===== src/rtl/rrts_pkg.sv =====
// shared types and constants of the round robin task scheduler
`timescale 1ns / 1ps
`default_nettype none

package rrts_pkg;

  localparam int TC_W     = 5;
  localparam int IDX_W    = 4;
  localparam int ST_W     = 2;
  localparam int DLY_IN_W = 16;
  localparam int TASK_W   = 4;

  localparam logic [1:0] OP_DISPATCH = 2'd0;
  localparam logic [1:0] OP_YIELD    = 2'd1;
  localparam logic [1:0] OP_WRITE    = 2'd2;

  localparam logic [ST_W-1:0] TS_READY   = 2'd0;
  localparam logic [ST_W-1:0] TS_RUNNING = 2'd1;
  localparam logic [ST_W-1:0] TS_BLOCKED = 2'd2;

  typedef enum logic [2:0] {
    S_IDLE,
    S_WRITE,
    S_CD,
    S_CUR_RD,
    S_CUR_WB,
    S_SRCH,
    S_PICK,
    S_DONE
  } state_t;

  typedef struct packed {
    logic in_ready;
    logic cap;
    logic wr_slot;
    logic cd;
    logic cur_rd;
    logic cur_wb;
    logic srch;
    logic pick;
    logic load;
  } dp_cmd_t;

  typedef struct packed {
    logic in_sched;
    logic cd_done;
    logic srch_hit;
    logic out_free;
  } dp_sts_t;

endpackage

`default_nettype wire


===== src/rtl/rrts_ifs.sv =====
// request, result and configuration channel interfaces
`timescale 1ns / 1ps
`default_nettype none

interface rrts_in_if;
  import rrts_pkg::*;
  logic                valid;
  logic                ready;
  logic [1:0]          opcode;
  logic [IDX_W-1:0]    slot_index;
  logic [ST_W-1:0]     slot_state;
  logic [DLY_IN_W-1:0] slot_delay;
  modport source (output valid, opcode, slot_index, slot_state, slot_delay, input ready);
  modport sink   (input valid, opcode, slot_index, slot_state, slot_delay, output ready);
endinterface

interface rrts_out_if;
  import rrts_pkg::*;
  logic              valid;
  logic              ready;
  logic [TASK_W-1:0] next_task;
  logic              went_idle;
  modport source (output valid, next_task, went_idle, input ready);
  modport sink   (input valid, next_task, went_idle, output ready);
endinterface

interface rrts_cfg_if;
  import rrts_pkg::*;
  logic            valid;
  logic            ready;
  logic [TC_W-1:0] data;
  modport source (output valid, data, input ready);
  modport sink   (input valid, data, output ready);
endinterface

`default_nettype wire


===== src/rtl/rrts_ctrl.sv =====
// scheduler sequencer: steps slot write, countdown, current update, search and result
`timescale 1ns / 1ps
`default_nettype none

module rrts_ctrl (
  input  logic              clk,
  input  logic              rst_n,
  input  logic              in_valid,
  input  rrts_pkg::dp_sts_t sts,
  output rrts_pkg::dp_cmd_t cmd
);
  import rrts_pkg::*;

  state_t state_r;
  state_t state_nxt;

  always_ff @(posedge clk) begin
    if (!rst_n) begin
      state_r <= S_IDLE;
    end else begin
      state_r <= state_nxt;
    end
  end

  always_comb begin
    state_nxt = state_r;
    unique case (state_r)
      S_IDLE: begin
        if (in_valid) begin
          state_nxt = sts.in_sched ? S_CD : S_WRITE;
        end
      end
      S_WRITE:  state_nxt = S_DONE;
      S_CD: begin
        if (sts.cd_done) begin
          state_nxt = S_CUR_RD;
        end
      end
      S_CUR_RD: state_nxt = S_CUR_WB;
      S_CUR_WB: state_nxt = S_SRCH;
      S_SRCH: begin
        if (sts.srch_hit) begin
          state_nxt = S_PICK;
        end
      end
      S_PICK:   state_nxt = S_DONE;
      S_DONE: begin
        if (sts.out_free) begin
          state_nxt = S_IDLE;
        end
      end
      default:  state_nxt = S_IDLE;
    endcase
  end

  always_comb begin
    cmd = '0;
    unique case (state_r)
      S_IDLE: begin
        cmd.in_ready = 1'b1;
        cmd.cap      = in_valid;
      end
      S_WRITE:  cmd.wr_slot = 1'b1;
      S_CD:     cmd.cd      = 1'b1;
      S_CUR_RD: cmd.cur_rd  = 1'b1;
      S_CUR_WB: cmd.cur_wb  = 1'b1;
      S_SRCH:   cmd.srch    = 1'b1;
      S_PICK:   cmd.pick    = 1'b1;
      S_DONE:   cmd.load    = sts.out_free;
      default:  cmd = '0;
    endcase
  end

endmodule

`default_nettype wire


===== src/rtl/rrts_datapath.sv =====
// task state and delay memories, ring walk pointers and result register
`timescale 1ns / 1ps
`default_nettype none

module rrts_datapath #(
  parameter int MAX_TASKS  = 16,
  parameter int DELAY_BITS = 16
) (
  input  logic                           clk,
  input  logic                           rst_n,
  input  rrts_pkg::dp_cmd_t              cmd,
  output rrts_pkg::dp_sts_t              sts,
  input  logic [1:0]                     in_opcode,
  input  logic [rrts_pkg::IDX_W-1:0]     in_slot_index,
  input  logic [rrts_pkg::ST_W-1:0]      in_slot_state,
  input  logic [rrts_pkg::DLY_IN_W-1:0]  in_slot_delay,
  input  logic                           cfg_valid,
  input  logic [rrts_pkg::TC_W-1:0]      cfg_data,
  output logic                           out_valid,
  input  logic                           out_ready,
  output logic [rrts_pkg::TASK_W-1:0]    out_next_task,
  output logic                           out_went_idle
);
  import rrts_pkg::*;

  localparam int AW = $clog2(MAX_TASKS);
  localparam int CW = $clog2(MAX_TASKS + 1);

  // memories
  logic [ST_W-1:0]       st_mem [MAX_TASKS];
  logic [DELAY_BITS-1:0] dl_mem [MAX_TASKS];
  logic [MAX_TASKS-1:0]  st_vld_r;
  logic [MAX_TASKS-1:0]  dl_vld_r;
  logic [ST_W-1:0]       st_q_r;
  logic [DELAY_BITS-1:0] dl_q_r;
  logic                  st_qv_r;
  logic                  dl_qv_r;

  // control and payload registers
  logic [TC_W-1:0]     task_count_r;
  logic [AW-1:0]       cur_task_r;
  logic                out_valid_r;
  logic [1:0]          op_r;
  logic [IDX_W-1:0]    idx_r;
  logic [ST_W-1:0]     sst_r;
  logic [DLY_IN_W-1:0] sdel_r;
  logic [AW-1:0]       cur_r;
  logic [CW-1:0]       ra_r;
  logic [AW-1:0]       ea_r;
  logic                rv_r;
  logic [AW-1:0]       pick_r;
  logic [TASK_W-1:0]   next_task_r;
  logic                went_idle_r;

  logic [CW-1:0]       ring_n;
  logic [CW-1:0]       ra_inc;
  logic [CW-1:0]       ra_nxt;
  logic [CW-1:0]       cur_inc;
  logic [CW-1:0]       cur_nx;
  logic [AW-1:0]       cur_clamp;
  logic                rd_en;
  logic [AW-1:0]       rd_addr;
  logic                st_we;
  logic [AW-1:0]       st_wa;
  logic [ST_W-1:0]     st_wd;
  logic                dl_we;
  logic [AW-1:0]       dl_wa;
  logic [DELAY_BITS-1:0] dl_wd;
  logic [ST_W-1:0]     eff_st;
  logic [DELAY_BITS-1:0] eff_dl;
  logic [DELAY_BITS-1:0] dl_dec;
  logic                hit;
  logic                srch_hit;
  logic [AW-1:0]       srch_pick;
  logic [AW+IDX_W-1:0] idx_ext;
  logic                idx_ok;
  logic [AW+IDX_W-1:0] widx_ext;
  logic [DELAY_BITS+DLY_IN_W-1:0] sdel_ext;
  logic [AW+TASK_W-1:0] cur_wide;
  logic                op_sched;

  // ring size clamped into one to the storage depth
  always_comb begin
    if (task_count_r == '0) begin
      ring_n = CW'(1);
    end else if (int'(task_count_r) > MAX_TASKS) begin
      ring_n = CW'(MAX_TASKS);
    end else begin
      ring_n = CW'(task_count_r);
    end
  end

  assign ra_inc    = ra_r + CW'(1);
  assign ra_nxt    = (ra_inc == ring_n) ? '0 : ra_inc;
  assign cur_inc   = CW'(cur_r) + CW'(1);
  assign cur_nx    = (cur_inc == ring_n) ? '0 : cur_inc;
  assign cur_clamp = (CW'(cur_task_r) < ring_n) ? cur_task_r : '0;

  assign eff_st = st_qv_r ? st_q_r : TS_READY;
  assign eff_dl = dl_qv_r ? dl_q_r : '0;
  assign dl_dec = eff_dl - DELAY_BITS'(1);

  assign hit       = (ea_r == cur_r) || ((eff_st == TS_READY) && (ea_r != '0));
  assign srch_hit  = cmd.srch && rv_r && hit;
  assign srch_pick = (eff_st == TS_READY) ? ea_r : '0;

  assign idx_ext  = {{AW{1'b0}}, idx_r};
  assign idx_ok   = idx_ext < (AW + IDX_W)'(MAX_TASKS);
  assign widx_ext = idx_ext;
  assign sdel_ext = {{DELAY_BITS{1'b0}}, sdel_r};
  assign op_sched = (op_r == OP_DISPATCH) || (op_r == OP_YIELD);

  // read port select
  always_comb begin
    rd_en   = 1'b0;
    rd_addr = ra_r[AW-1:0];
    if (cmd.cd && (ra_r != ring_n)) begin
      rd_en = 1'b1;
    end
    if (cmd.cur_rd) begin
      rd_en   = 1'b1;
      rd_addr = cur_r;
    end
    if (cmd.srch && !srch_hit) begin
      rd_en = 1'b1;
    end
  end

  // write port select
  always_comb begin
    st_we = 1'b0;
    st_wa = ea_r;
    st_wd = TS_READY;
    dl_we = 1'b0;
    dl_wa = ea_r;
    dl_wd = dl_dec;
    if (cmd.cd && rv_r && (eff_st == TS_BLOCKED) && (eff_dl != '0)) begin
      dl_we = 1'b1;
      if (dl_dec == '0) begin
        st_we = 1'b1;
      end
    end
    if (cmd.cur_wb) begin
      st_wa = cur_r;
      if (op_r == OP_YIELD) begin
        st_we = 1'b1;
        st_wd = TS_BLOCKED;
      end else if (eff_st == TS_RUNNING) begin
        st_we = 1'b1;
      end
    end
    if (cmd.pick) begin
      st_we = 1'b1;
      st_wa = pick_r;
      st_wd = TS_RUNNING;
    end
    if (cmd.wr_slot && (op_r == OP_WRITE) && idx_ok) begin
      st_we = 1'b1;
      st_wa = widx_ext[AW-1:0];
      st_wd = sst_r;
      dl_we = 1'b1;
      dl_wa = widx_ext[AW-1:0];
      dl_wd = sdel_ext[DELAY_BITS-1:0];
    end
  end

  always_ff @(posedge clk) begin
    if (rd_en) begin
      st_q_r <= st_mem[rd_addr];
      dl_q_r <= dl_mem[rd_addr];
    end
    if (st_we) begin
      st_mem[st_wa] <= st_wd;
    end
    if (dl_we) begin
      dl_mem[dl_wa] <= dl_wd;
    end
  end

  // entries never written read as ready with zero delay
  always_ff @(posedge clk) begin
    if (!rst_n) begin
      st_vld_r <= '0;
      dl_vld_r <= '0;
      st_qv_r  <= 1'b0;
      dl_qv_r  <= 1'b0;
    end else begin
      if (st_we) begin
        st_vld_r[st_wa] <= 1'b1;
      end
      if (dl_we) begin
        dl_vld_r[dl_wa] <= 1'b1;
      end
      if (rd_en) begin
        st_qv_r <= st_vld_r[rd_addr];
        dl_qv_r <= dl_vld_r[rd_addr];
      end
    end
  end

  always_ff @(posedge clk) begin
    if (!rst_n) begin
      task_count_r <= TC_W'(1);
      cur_task_r   <= '0;
      out_valid_r  <= 1'b0;
      rv_r         <= 1'b0;
    end else begin
      if (cfg_valid) begin
        task_count_r <= cfg_data;
      end
      if (cmd.pick) begin
        cur_task_r <= pick_r;
      end
      if (cmd.load) begin
        out_valid_r <= 1'b1;
      end else if (out_ready) begin
        out_valid_r <= 1'b0;
      end
      if (cmd.cap || cmd.cur_wb) begin
        rv_r <= 1'b0;
      end else if (cmd.cd || cmd.srch) begin
        rv_r <= rd_en;
      end
    end
  end

  assign cur_wide = {{TASK_W{1'b0}}, cur_task_r};

  always_ff @(posedge clk) begin
    if (cmd.cap) begin
      op_r   <= in_opcode;
      idx_r  <= in_slot_index;
      sst_r  <= in_slot_state;
      sdel_r <= in_slot_delay;
      cur_r  <= cur_clamp;
      ra_r   <= '0;
    end else if (cmd.cd && rd_en) begin
      ra_r <= ra_inc;
    end else if (cmd.cur_wb) begin
      ra_r <= cur_nx;
    end else if (cmd.srch && !srch_hit) begin
      ra_r <= ra_nxt;
    end
    if ((cmd.cd || cmd.srch) && rd_en) begin
      ea_r <= ra_r[AW-1:0];
    end
    if (srch_hit) begin
      pick_r <= srch_pick;
    end
    if (cmd.load) begin
      next_task_r <= cur_wide[TASK_W-1:0];
      went_idle_r <= op_sched && (cur_task_r == '0);
    end
  end

  assign sts.in_sched = (in_opcode == OP_DISPATCH) || (in_opcode == OP_YIELD);
  assign sts.cd_done  = (ra_r == ring_n) && !rv_r;
  assign sts.srch_hit = srch_hit;
  assign sts.out_free = !out_valid_r || out_ready;

  assign out_valid     = out_valid_r;
  assign out_next_task = next_task_r;
  assign out_went_idle = went_idle_r;

endmodule

`default_nettype wire


===== src/rtl/round_robin_task_scheduler_unit.sv =====
// top level of the round robin task scheduler
// dispatch or yield: a delay countdown over the ring of slots, the current slot update, then a
// search from the slot after the current one, then the pick and the result; a slot write or
// unused opcode goes through the slot write step and then the result
// a stalled result holds the next request at its last step; one request in work at a time
// reset is synchronous active low: all slots ready with zero delay, current slot idle
`timescale 1ns / 1ps
`default_nettype none

module round_robin_task_scheduler_unit #(
  parameter int MAX_TASKS  = 16,
  parameter int DELAY_BITS = 16
) (
  input logic         clk,
  input logic         rst_n,
  rrts_in_if.sink     in_if,
  rrts_out_if.source  out_if,
  rrts_cfg_if.sink    cfg_if
);
  import rrts_pkg::*;

  dp_cmd_t cmd;
  dp_sts_t sts;

  rrts_ctrl u_ctrl (
    .clk      (clk),
    .rst_n    (rst_n),
    .in_valid (in_if.valid),
    .sts      (sts),
    .cmd      (cmd)
  );

  rrts_datapath #(
    .MAX_TASKS  (MAX_TASKS),
    .DELAY_BITS (DELAY_BITS)
  ) u_dp (
    .clk           (clk),
    .rst_n         (rst_n),
    .cmd           (cmd),
    .sts           (sts),
    .in_opcode     (in_if.opcode),
    .in_slot_index (in_if.slot_index),
    .in_slot_state (in_if.slot_state),
    .in_slot_delay (in_if.slot_delay),
    .cfg_valid     (cfg_if.valid),
    .cfg_data      (cfg_if.data),
    .out_valid     (out_if.valid),
    .out_ready     (out_if.ready),
    .out_next_task (out_if.next_task),
    .out_went_idle (out_if.went_idle)
  );

  assign in_if.ready  = cmd.in_ready;
  assign cfg_if.ready = 1'b1;

endmodule

`default_nettype wire


===== src/flat_wrapper.sv =====
// flat-port wrapper written by rule: the top's interface ports become plain ports
module round_robin_task_scheduler_unit_flat import rrts_pkg::*;
#(
  parameter int MAX_TASKS  = 16,
  parameter int DELAY_BITS = 16
)
  (clk, rst_n, in_if_valid, in_if_opcode, in_if_slot_index, in_if_slot_state, in_if_slot_delay, in_if_ready, out_if_valid, out_if_next_task, out_if_went_idle, out_if_ready, cfg_if_valid, cfg_if_data, cfg_if_ready);
  rrts_in_if in_if_i ();
  rrts_out_if out_if_i ();
  rrts_cfg_if cfg_if_i ();
  input logic clk;
  input logic rst_n;
  input wire logic [$bits(in_if_i.valid)-1:0] in_if_valid;
  input wire logic [$bits(in_if_i.opcode)-1:0] in_if_opcode;
  input wire logic [$bits(in_if_i.slot_index)-1:0] in_if_slot_index;
  input wire logic [$bits(in_if_i.slot_state)-1:0] in_if_slot_state;
  input wire logic [$bits(in_if_i.slot_delay)-1:0] in_if_slot_delay;
  output wire logic [$bits(in_if_i.ready)-1:0] in_if_ready;
  output wire logic [$bits(out_if_i.valid)-1:0] out_if_valid;
  output wire logic [$bits(out_if_i.next_task)-1:0] out_if_next_task;
  output wire logic [$bits(out_if_i.went_idle)-1:0] out_if_went_idle;
  input wire logic [$bits(out_if_i.ready)-1:0] out_if_ready;
  input wire logic [$bits(cfg_if_i.valid)-1:0] cfg_if_valid;
  input wire logic [$bits(cfg_if_i.data)-1:0] cfg_if_data;
  output wire logic [$bits(cfg_if_i.ready)-1:0] cfg_if_ready;
  assign in_if_i.valid = in_if_valid;
  assign in_if_i.opcode = in_if_opcode;
  assign in_if_i.slot_index = in_if_slot_index;
  assign in_if_i.slot_state = in_if_slot_state;
  assign in_if_i.slot_delay = in_if_slot_delay;
  assign in_if_ready = in_if_i.ready;
  assign out_if_valid = out_if_i.valid;
  assign out_if_next_task = out_if_i.next_task;
  assign out_if_went_idle = out_if_i.went_idle;
  assign out_if_i.ready = out_if_ready;
  assign cfg_if_i.valid = cfg_if_valid;
  assign cfg_if_i.data = cfg_if_data;
  assign cfg_if_ready = cfg_if_i.ready;
  round_robin_task_scheduler_unit #(.MAX_TASKS(MAX_TASKS), .DELAY_BITS(DELAY_BITS)) u_core (.clk(clk), .rst_n(rst_n), .in_if(in_if_i), .out_if(out_if_i), .cfg_if(cfg_if_i));
endmodule

===== config.mk =====
export PLATFORM = sky130hd
export DESIGN_NAME = round_robin_task_scheduler_unit_flat
export DESIGN_NICKNAME = d
export VERILOG_FILES = /design/src/rtl/rrts_pkg.sv /design/src/rtl/rrts_ifs.sv /design/src/rtl/rrts_ctrl.sv /design/src/rtl/rrts_datapath.sv /design/src/rtl/round_robin_task_scheduler_unit.sv /design/src/flat_wrapper.sv
export SDC_FILE = /design/constraint.sdc
export NUM_CORES = 1
export LEC_CHECK = 0
export BUFFER_PORTS_ARGS = -buffer_cell sky130_fd_sc_hd__buf_2
export CELL_PAD_IN_SITES_DETAIL_PLACEMENT = 0
export CELL_PAD_IN_SITES_GLOBAL_PLACEMENT = 1
export CORE_ASPECT_RATIO = 1.75
export CORE_MARGIN = 2
export CORE_UTILIZATION = 53
export CTS_CLUSTER_DIAMETER = 100
export DETAILED_ROUTE_END_ITERATION = 8
export GPL_ROUTABILITY_DRIVEN = 0
export HOLD_SLACK_MARGIN = 0.08
export PLACE_DENSITY_LB_ADDON = 0.1
export SLEW_MARGIN = 10
export SYNTH_ARGS = -nofsm -noshare
export SYNTH_HDL_FRONTEND = slang
export SYNTH_HIERARCHICAL = 1
export SYNTH_SLANG_ARGS = --single-unit

===== constraint.sdc =====
create_clock -name clk -period 3.5 [get_ports clk]
set_input_delay 0.7 -clock clk [delete_from_list [all_inputs] [get_ports clk]]
set_output_delay 0.7 -clock clk [all_outputs]
set_load 0.05 [all_outputs]

==> results.yml, run 1 <==
outcome:
  status: "finished, final reports clean"
placement:
  io_buffers: 40
  dp_hpwl_um: 25270
  place_ws_ns: 0.2900
worst_setup_path:
  crit_path_end_kind: "flip-flop"
  critical_path.max_fanout: 16
  setup.worst_path.start: "u_core/u_dp/dl_q_r[6]$_DFFE_PP_"
  cp_slowest_stage_delay_ns: 0.95
  setup.worst_path.start_class: "flip-flop"
  critical_path_arrival_ns: 3.40
  critPathRequiredTime_ns: 3.67
  cp_slowest_cell: "a21oi_1"
  path_class: "flip-flop to flip-flop"
  crit-reg2reg-launch: "u_core/u_dp/dl_q_r[6]$_DFFE_PP_"
  cp_cell_sequence: "nor4_1 -> buf_4 -> nand3_1 -> nand2b_1 -> or3_1 -> nor2_1 -> xnor2_1 -> a21oi_1"
die:
  die_w_um: 138.3
  die_h_um: 239.0
  start_util: 0.5340
  dieArea_um2: 33040
  num_rows: 86
  core-area_um2: 31310
  io_pins: 42
clocking:
  cts_buffer_depth: 3
  post_cts_buffers: 0
  clk_pin_slew_ns: 0.06
  cts_root_buf: "clkbuf_16"
  ctsHtreeMaxLevel: 2
  cts_tree: "built"
  numCtsBuffers: 37
  cts_resized: 0
  cts.sinks: 400
  holdBufCountCts: 0
  clk_latency_ns: 0.54
route:
  via_count: 9326
  dr.pass1.iters: 5
  drc_errors: 0
  wirelength_um: 38710
  drt_iter0_markers: 697
  vias_per_cell: 6.028
  ant_nets: 0
  routedWlPerCell_um: 25.02
synth:
  syn_area_per_cell_um2: 15.85
  async_flop_share: 0
  synthTopCellsByArea: "edfxtp_1 62%, mux4_2 10%, dfxtp_1 6.3%"
  synth_cells: 1055
  synth_most_common_cell: "edfxtp_1"
  yosysWarnings: 6
  synth_flop_cell: "edfxtp_1"
  ys_ff_latch: 400
  netlist.area_leader.share: 0.6232
  syn-num-nets: 1099
  syn_area_um2: 16720
  synth_top_cell_by_area: "edfxtp_1"
  synth_common_cells: "347 x edfxtp_1, 85 x nand2_1, 74 x mux4_2, 61 x nor2_1, 53 x dfxtp_1"
  synth_edf_count: 347
  ys_types: 71
  yosysSeqAreaShare: 0.6866
sta:
  fin_skew_ns: 0.02063
  max-slew-margin-rel: 0.2105
  finalMaxSlewViolations: 0
  rsz0062_at_grt: "false"
  fmax_mhz: 309.2
  setup_viol: 0
  finalCritPeriodShare: 0.9240
  worstMarginPinSlew_ns: 1.184
  fin_tns_setup_ns: 0
  setup_ws_ns: 0.2659
  finalHoldViolCount: 0
  finalCriticalPeriod_ns: 3.234
layout:
  drive_above_1_share: 0.2250
  final-seq-area_um2: 11480
  nets: 1168
  antenna_cells: 0
  syn2layout_area_growth_pct: 12.67
  multi_input_area_um2: 4967
  fillCellCount: 2382
pwr:
  p_leak_nw: 6.188
  power-per-cell-area_nw_per_um2: 758.4
  ir_worst_vdd_v: 0.0005705
global_route:
  first_global_vias: 9650
  grt_usage: 0.2397
  grt-ovfl-total: 0
  antenna_found_initial: 0
  grt_pass1_wl_um: 58950
  grt_max_degree: 45
hold_path:
  holdCritStartpoint: "in_if_slot_delay[11]"
  hp-class: "input port to flip-flop"
flow_run:
  cap_violations: 0
## cell families (layout without fill, tap and decap cells)
family	after synthesis	in the layout	share of synthesized area
DFF	400	400	0.6866
adders and majority gates	10	10	0.007483
AOI/OAI and AO/OA	168	168	0.07243
buffers and inverters	76	172	0.02207
xor gates and xnor gates	23	23	0.01205
other	1	1	0.0002243
muxes	101	101	0.1170
and+or+nand+nor	276	276	0.08216
## registers in the layout, indices dropped and copies added (netlist names), 2 cells and up
signal,cells
u_core/u_dp/dl_mem,256
u_core/u_dp/st_mem,32
u_core/u_dp/dl_q_r,16
u_core/u_dp/dl_vld_r,16
u_core/u_dp/sdel_r,16
u_core/u_dp/st_vld_r,16
u_core/u_dp/ra_r,5
u_core/u_dp/task_count_r,5
u_core/u_dp/cur_r,4
u_core/u_dp/cur_task_r,4
u_core/u_dp/ea_r,4
u_core/u_dp/idx_r,4
u_core/u_dp/out_next_task,4
u_core/u_dp/pick_r,4
u_core/u_ctrl/state_r,3
u_core/u_dp/op_r,2
u_core/u_dp/sst_r,2
u_core/u_dp/st_q_r,2
## cell type report
class / count / share of cell area
Tap cell: 396 / 0.02630
Clock buffer: 44 / 0.05160
Timing Repair Buffer: 86 / 0.03294
Multi-Input combinational cell: 579 / 0.2637
Clock inverter: 22 / 0.01209
Inverter: 20 / 0.003985
Sequential cell: 400 / 0.6094
## power breakdown
group          switching, mW  total [mW]  internal (mW)
Clock                   1.73        4.02           2.30
Combinational           2.37        4.07           1.70
Sequential             0.381        6.20           5.82
Total                   4.48        14.3           9.81
## critical path: cells and delay by family (launching register included)
kind	cells	cell delay (ns)
compound gates	1	0.95
xor+xnor	1	0.13
buf+inv	1	0.19
flops	1	0.50
simple gates	5	1.10
## placed cells by master, fill, tap and decap left out, drive strengths merged, types with 4 or more instances in the layout
cell type  Yosys  routed
nor3b          4       4
o41ai          5       5
or2            4       4
buf           31      86
a211oi        30      30
mux4          74      74
a31oi         30      30
nand2b        11      11
edfxtp       347     347
nand3         11      11
nor2b         15      15
and2          34      34
inv           20      23
o21a          21      21
or3            4       4
ha            10      10
mux2i         25      25
a21boi         7       7
xor2           6       6
nand2         87      87
a22o          14      14
o21ai         19      19
a311oi         4       4
a21oi         19      19
clkinv         0      13
nor2          63      63
clkbuf        25      44
dfxtp         53      53
xnor2         17      17
bufinv         0       4
nor3          25      25
and3           5       5
## routing by layer
| layer | wire, um | global-route usage | part of all wire |
|---|---|---|---|
| met2 | 21110 | 0.4479 | 0.55 |
| met3 | 1766 | 0.03405 | 0.046 |
| met5 | 0 | 0 | 0 |
| met1 | 14740 | 0.2854 | 0.38 |
| met4 | 1090 | 0.07576 | 0.028 |
## per-stage QoR
| step | area (um^2) | instances | total power, mW | hold slack, ns | utilization |
|---|---|---|---|---|---|
| after floorplan | 16720 | 1055 | 9.086 | 0.4029 | - |
| after detailed placement | 17630 | 1481 | 10.41 | 0.4404 | 0.5630 |
| after global routing | 18840 | 1547 | 14.94 | 0.3223 | 0.6017 |
| after global placement | 17630 | 1481 | 10.39 | 0.4318 | 0.5630 |
| after CTS | 18830 | 1547 | 14.43 | 0.3217 | 0.6013 |
| final | 18840 | 1547 | 14.29 | 0.3390 | 0.6017 |
## final timing paths
check | cells after the start | slack (ns) | to
hold / removal | 1 | 0.34 | u_core/u_dp/sdel_r[11]$_DFFE_PP_
hold reg to reg | 2 | 0.45 | u_core/u_dp/st_vld_r[15]$_SDFFE_PN0P_
setup / recovery | 8 | 0.27 | u_core/u_dp/dl_mem[4][15]$_DFFE_PP_
setup reg to reg | 8 | 0.27 | u_core/u_dp/dl_mem[4][15]$_DFFE_PP_
No activity file was read; power rests on OpenSTA's default activity.
==> run 2: changes to the inputs <==
--- a/config.mk
+++ b/config.mk
@@ -19,5 +19,4 @@
 export SLEW_MARGIN = 10
 export SYNTH_ARGS = -nofsm -noshare
 export SYNTH_HDL_FRONTEND = slang
-export SYNTH_HIERARCHICAL = 1
 export SYNTH_SLANG_ARGS = --single-unit
==> run 2 against run 1 <==
Cell area increased by 1.9%. First-iteration DRC count down 7.9%. Setup slack better by 0.022 ns. Combinational power rose by 28%. Synthesized area up 0.84%. Critical path type unchanged. Critical endpoint is now u_core.u_dp.st_q_r[0]$_DFFE_PP_. Highest routed layer unchanged.
==> results.yml, run 2 <==
synth:
  synth_cells: 1061
  synth_top_family_by_area: "multiplexers"
  synth_flop_cell: "edfxtp_1"
  synth.mux.area_fraction: 0.1213
  netlist.area_leader.share: 0.6180
  synth_common_cells: "347 x edfxtp_1, 72 x mux4_2, 70 x nand2_1, 53 x dfxtp_1, 46 x nor2_1"
  ys_ff_latch: 400
  synth_xor_area_frac: 0.01195
  synth_compound_area_frac: 0.08697
  syn_area_um2: 16860
  syn_area_per_cell_um2: 15.89
  synth_fa_ha_area_frac: 0.004452
  syn-num-nets: 1101
  async_flop_share: 0
  synthSimpleGateAreaFrac: 0.07354
  yosysSeqAreaShare: 0.6809
  synth_most_common_cell: "edfxtp_1"
  ys_types: 78
  yosysWarnings: 0
  synth_top_cell_by_area: "edfxtp_1"
  synth_edf_count: 347
  synthTopCellsByArea: "edfxtp_1 62%, mux4_2 9.6%, dfxtp_1 6.3%"
layout:
  final-seq-area_um2: 11480
  reg.largest.list: "u_core.u_dp.dl_mem (256), u_core.u_dp.st_mem (32)"
  antenna_cells: 0
  layout_common_cells: "347 x edfxtp_1, 72 x mux4_2, 70 x nand2_1, 70 x buf_4, 53 x dfxtp_1"
  layout_commonest_cell: "edfxtp_1"
  largest_register: "u_core.u_dp.dl_mem"
  largest_reg_flops: 256
  syn2layout_area_growth_pct: 13.85
  stdcell_area_um2: 19200
  nets: 1196
  fillCellCount: 2426
  final_cells: 1577
  final_util: 0.6109
  drive_above_1_share: 0.2489
  multi_input_area_um2: 5135
pwr:
  p_leak_nw: 6.296
  ir_worst_vdd_v: 0.0005309
  power-per-cell-area_nw_per_um2: 803.2
  total_power_mw: 15.42
die:
  io_pins: 42
  start_util: 0.5366
  die_h_um: 240.0
  dieArea_um2: 33310
  num_rows: 86
  die_w_um: 138.8
  core-area_um2: 31420
worst_setup_path:
  path_class: "flip-flop to flip-flop"
  critical_path.max_fanout: 32
  setup.worst_path.start_class: "flip-flop"
  critical_path_arrival_ns: 3.39
  worst-r2r-cell-count: 8
  crit_path_end_kind: "flip-flop"
  critPathRequiredTime_ns: 3.67
  r2r_slack_ns: 0.29
sta:
  fin_skew_ns: 0.01995
  setup_ws_ns: 0.2882
  finalHoldViolCount: 0
  fin_tns_setup_ns: 0
  finalCritPeriodShare: 0.9176
  finalCriticalPeriod_ns: 3.212
  finalMaxSlewViolations: 0
  worstMarginPinSlew_ns: 1.226
  fmax_mhz: 311.4
  rsz0062_at_grt: "false"
  setup_viol: 0
  max-slew-margin-rel: 0.1791
  hold_ws_ns: 0.3419
outcome:
  status: "finished, final reports clean"
clocking:
  cts_root_buf: "clkbuf_16"
  cts_buffer_depth: 3
  cts.sinks: 400
  clk_latency_ns: 0.54
  cts_resized: 0
  numCtsBuffers: 37
  cts_tree: "built"
  post_cts_buffers: 0
  clk_pin_slew_ns: 0.06
  holdBufCountCts: 0
  ctsHtreeMaxLevel: 2
global_route:
  antenna_found_initial: 0
  grt_usage: 0.2540
  first_global_vias: 10100
  grt_max_degree: 34
  grt_pass1_wl_um: 62260
  grt-ovfl-total: 0
route:
  vias_per_cell: 6.193
  wirelength_um: 41640
  ant_nets: 0
  routedWlPerCell_um: 26.41
  via_count: 9767
  drc_errors: 0
  drt_iter0_markers: 642
  dr.pass1.iters: 6
flow_run:
  cap_violations: 0
placement:
  dp_hpwl_um: 28670
  io_buffers: 40
  dp.cells: 1513
  place_ws_ns: 0.2767
  place_area_um2: 18060
hold_path:
  hp-class: "input port to flip-flop"
  whs_path_depth: 1
[run 2: cells by family (layout without fill, tap and decap cells)]
logic type,after synthesis,after routing
DFF,400,400
and+or+nand+nor,243,243
AOI/OAI and AO/OA,199,199
muxes,113,113
buffers and inverters,76,196
xor gates and xnor gates,23,23
adders and majority gates,6,6
other,1,1
[run 2: worst max-delay path, stage by stage, from the launching register on]
cell and delay (ns):
dfxtp_1 0.54, nand3b_1 0.31, mux2i_4 0.30, buf_12 0.29
buf_4 0.26, mux4_2 0.52, and2_1 0.18, a211oi_1 0.25
a31oi_1 0.18
[run 2: layout make-up]
cell class                 instances  area share
clock buffer                      50     0.05351
tap                              396     0.02581
timing repair buffer             119     0.04719
sequential                       400      0.5981
clock inverter                    14    0.005345
multi-input combinational        585      0.2675
inverter                          13    0.002542
[run 2: worst paths after layout]
check                                          to                             startpoint
max               u_core.u_dp.st_q_r[0]$_DFFE_PP_  u_core.u_ctrl.state_r[2]$_SDFFE_PN0P_
max reg2reg       u_core.u_dp.st_q_r[0]$_DFFE_PP_  u_core.u_ctrl.state_r[2]$_SDFFE_PN0P_
min                u_core.u_dp.idx_r[1]$_DFFE_PP_                    in_if_slot_index[1]
min reg2reg  u_core.u_dp.dl_vld_r[7]$_SDFFE_PN0N_   u_core.u_dp.dl_vld_r[7]$_SDFFE_PN0N_
[run 2: power by group]
part           internal [mW]  total, mW  switching [mW]
clock network           2.14       3.84            1.70
logic                   2.16       5.20            3.04
registers               5.97       6.37           0.404
total                   10.3       15.4            5.15
[run 2: routing by layer]
metal	vias up	global-route usage	wire, um
li1	4394	-	-
met1	5032	0.2756	14500
met2	257	0.4869	23520
met3	84	0.03127	1591
met4	0	0.1230	2033
met5	-	0	0
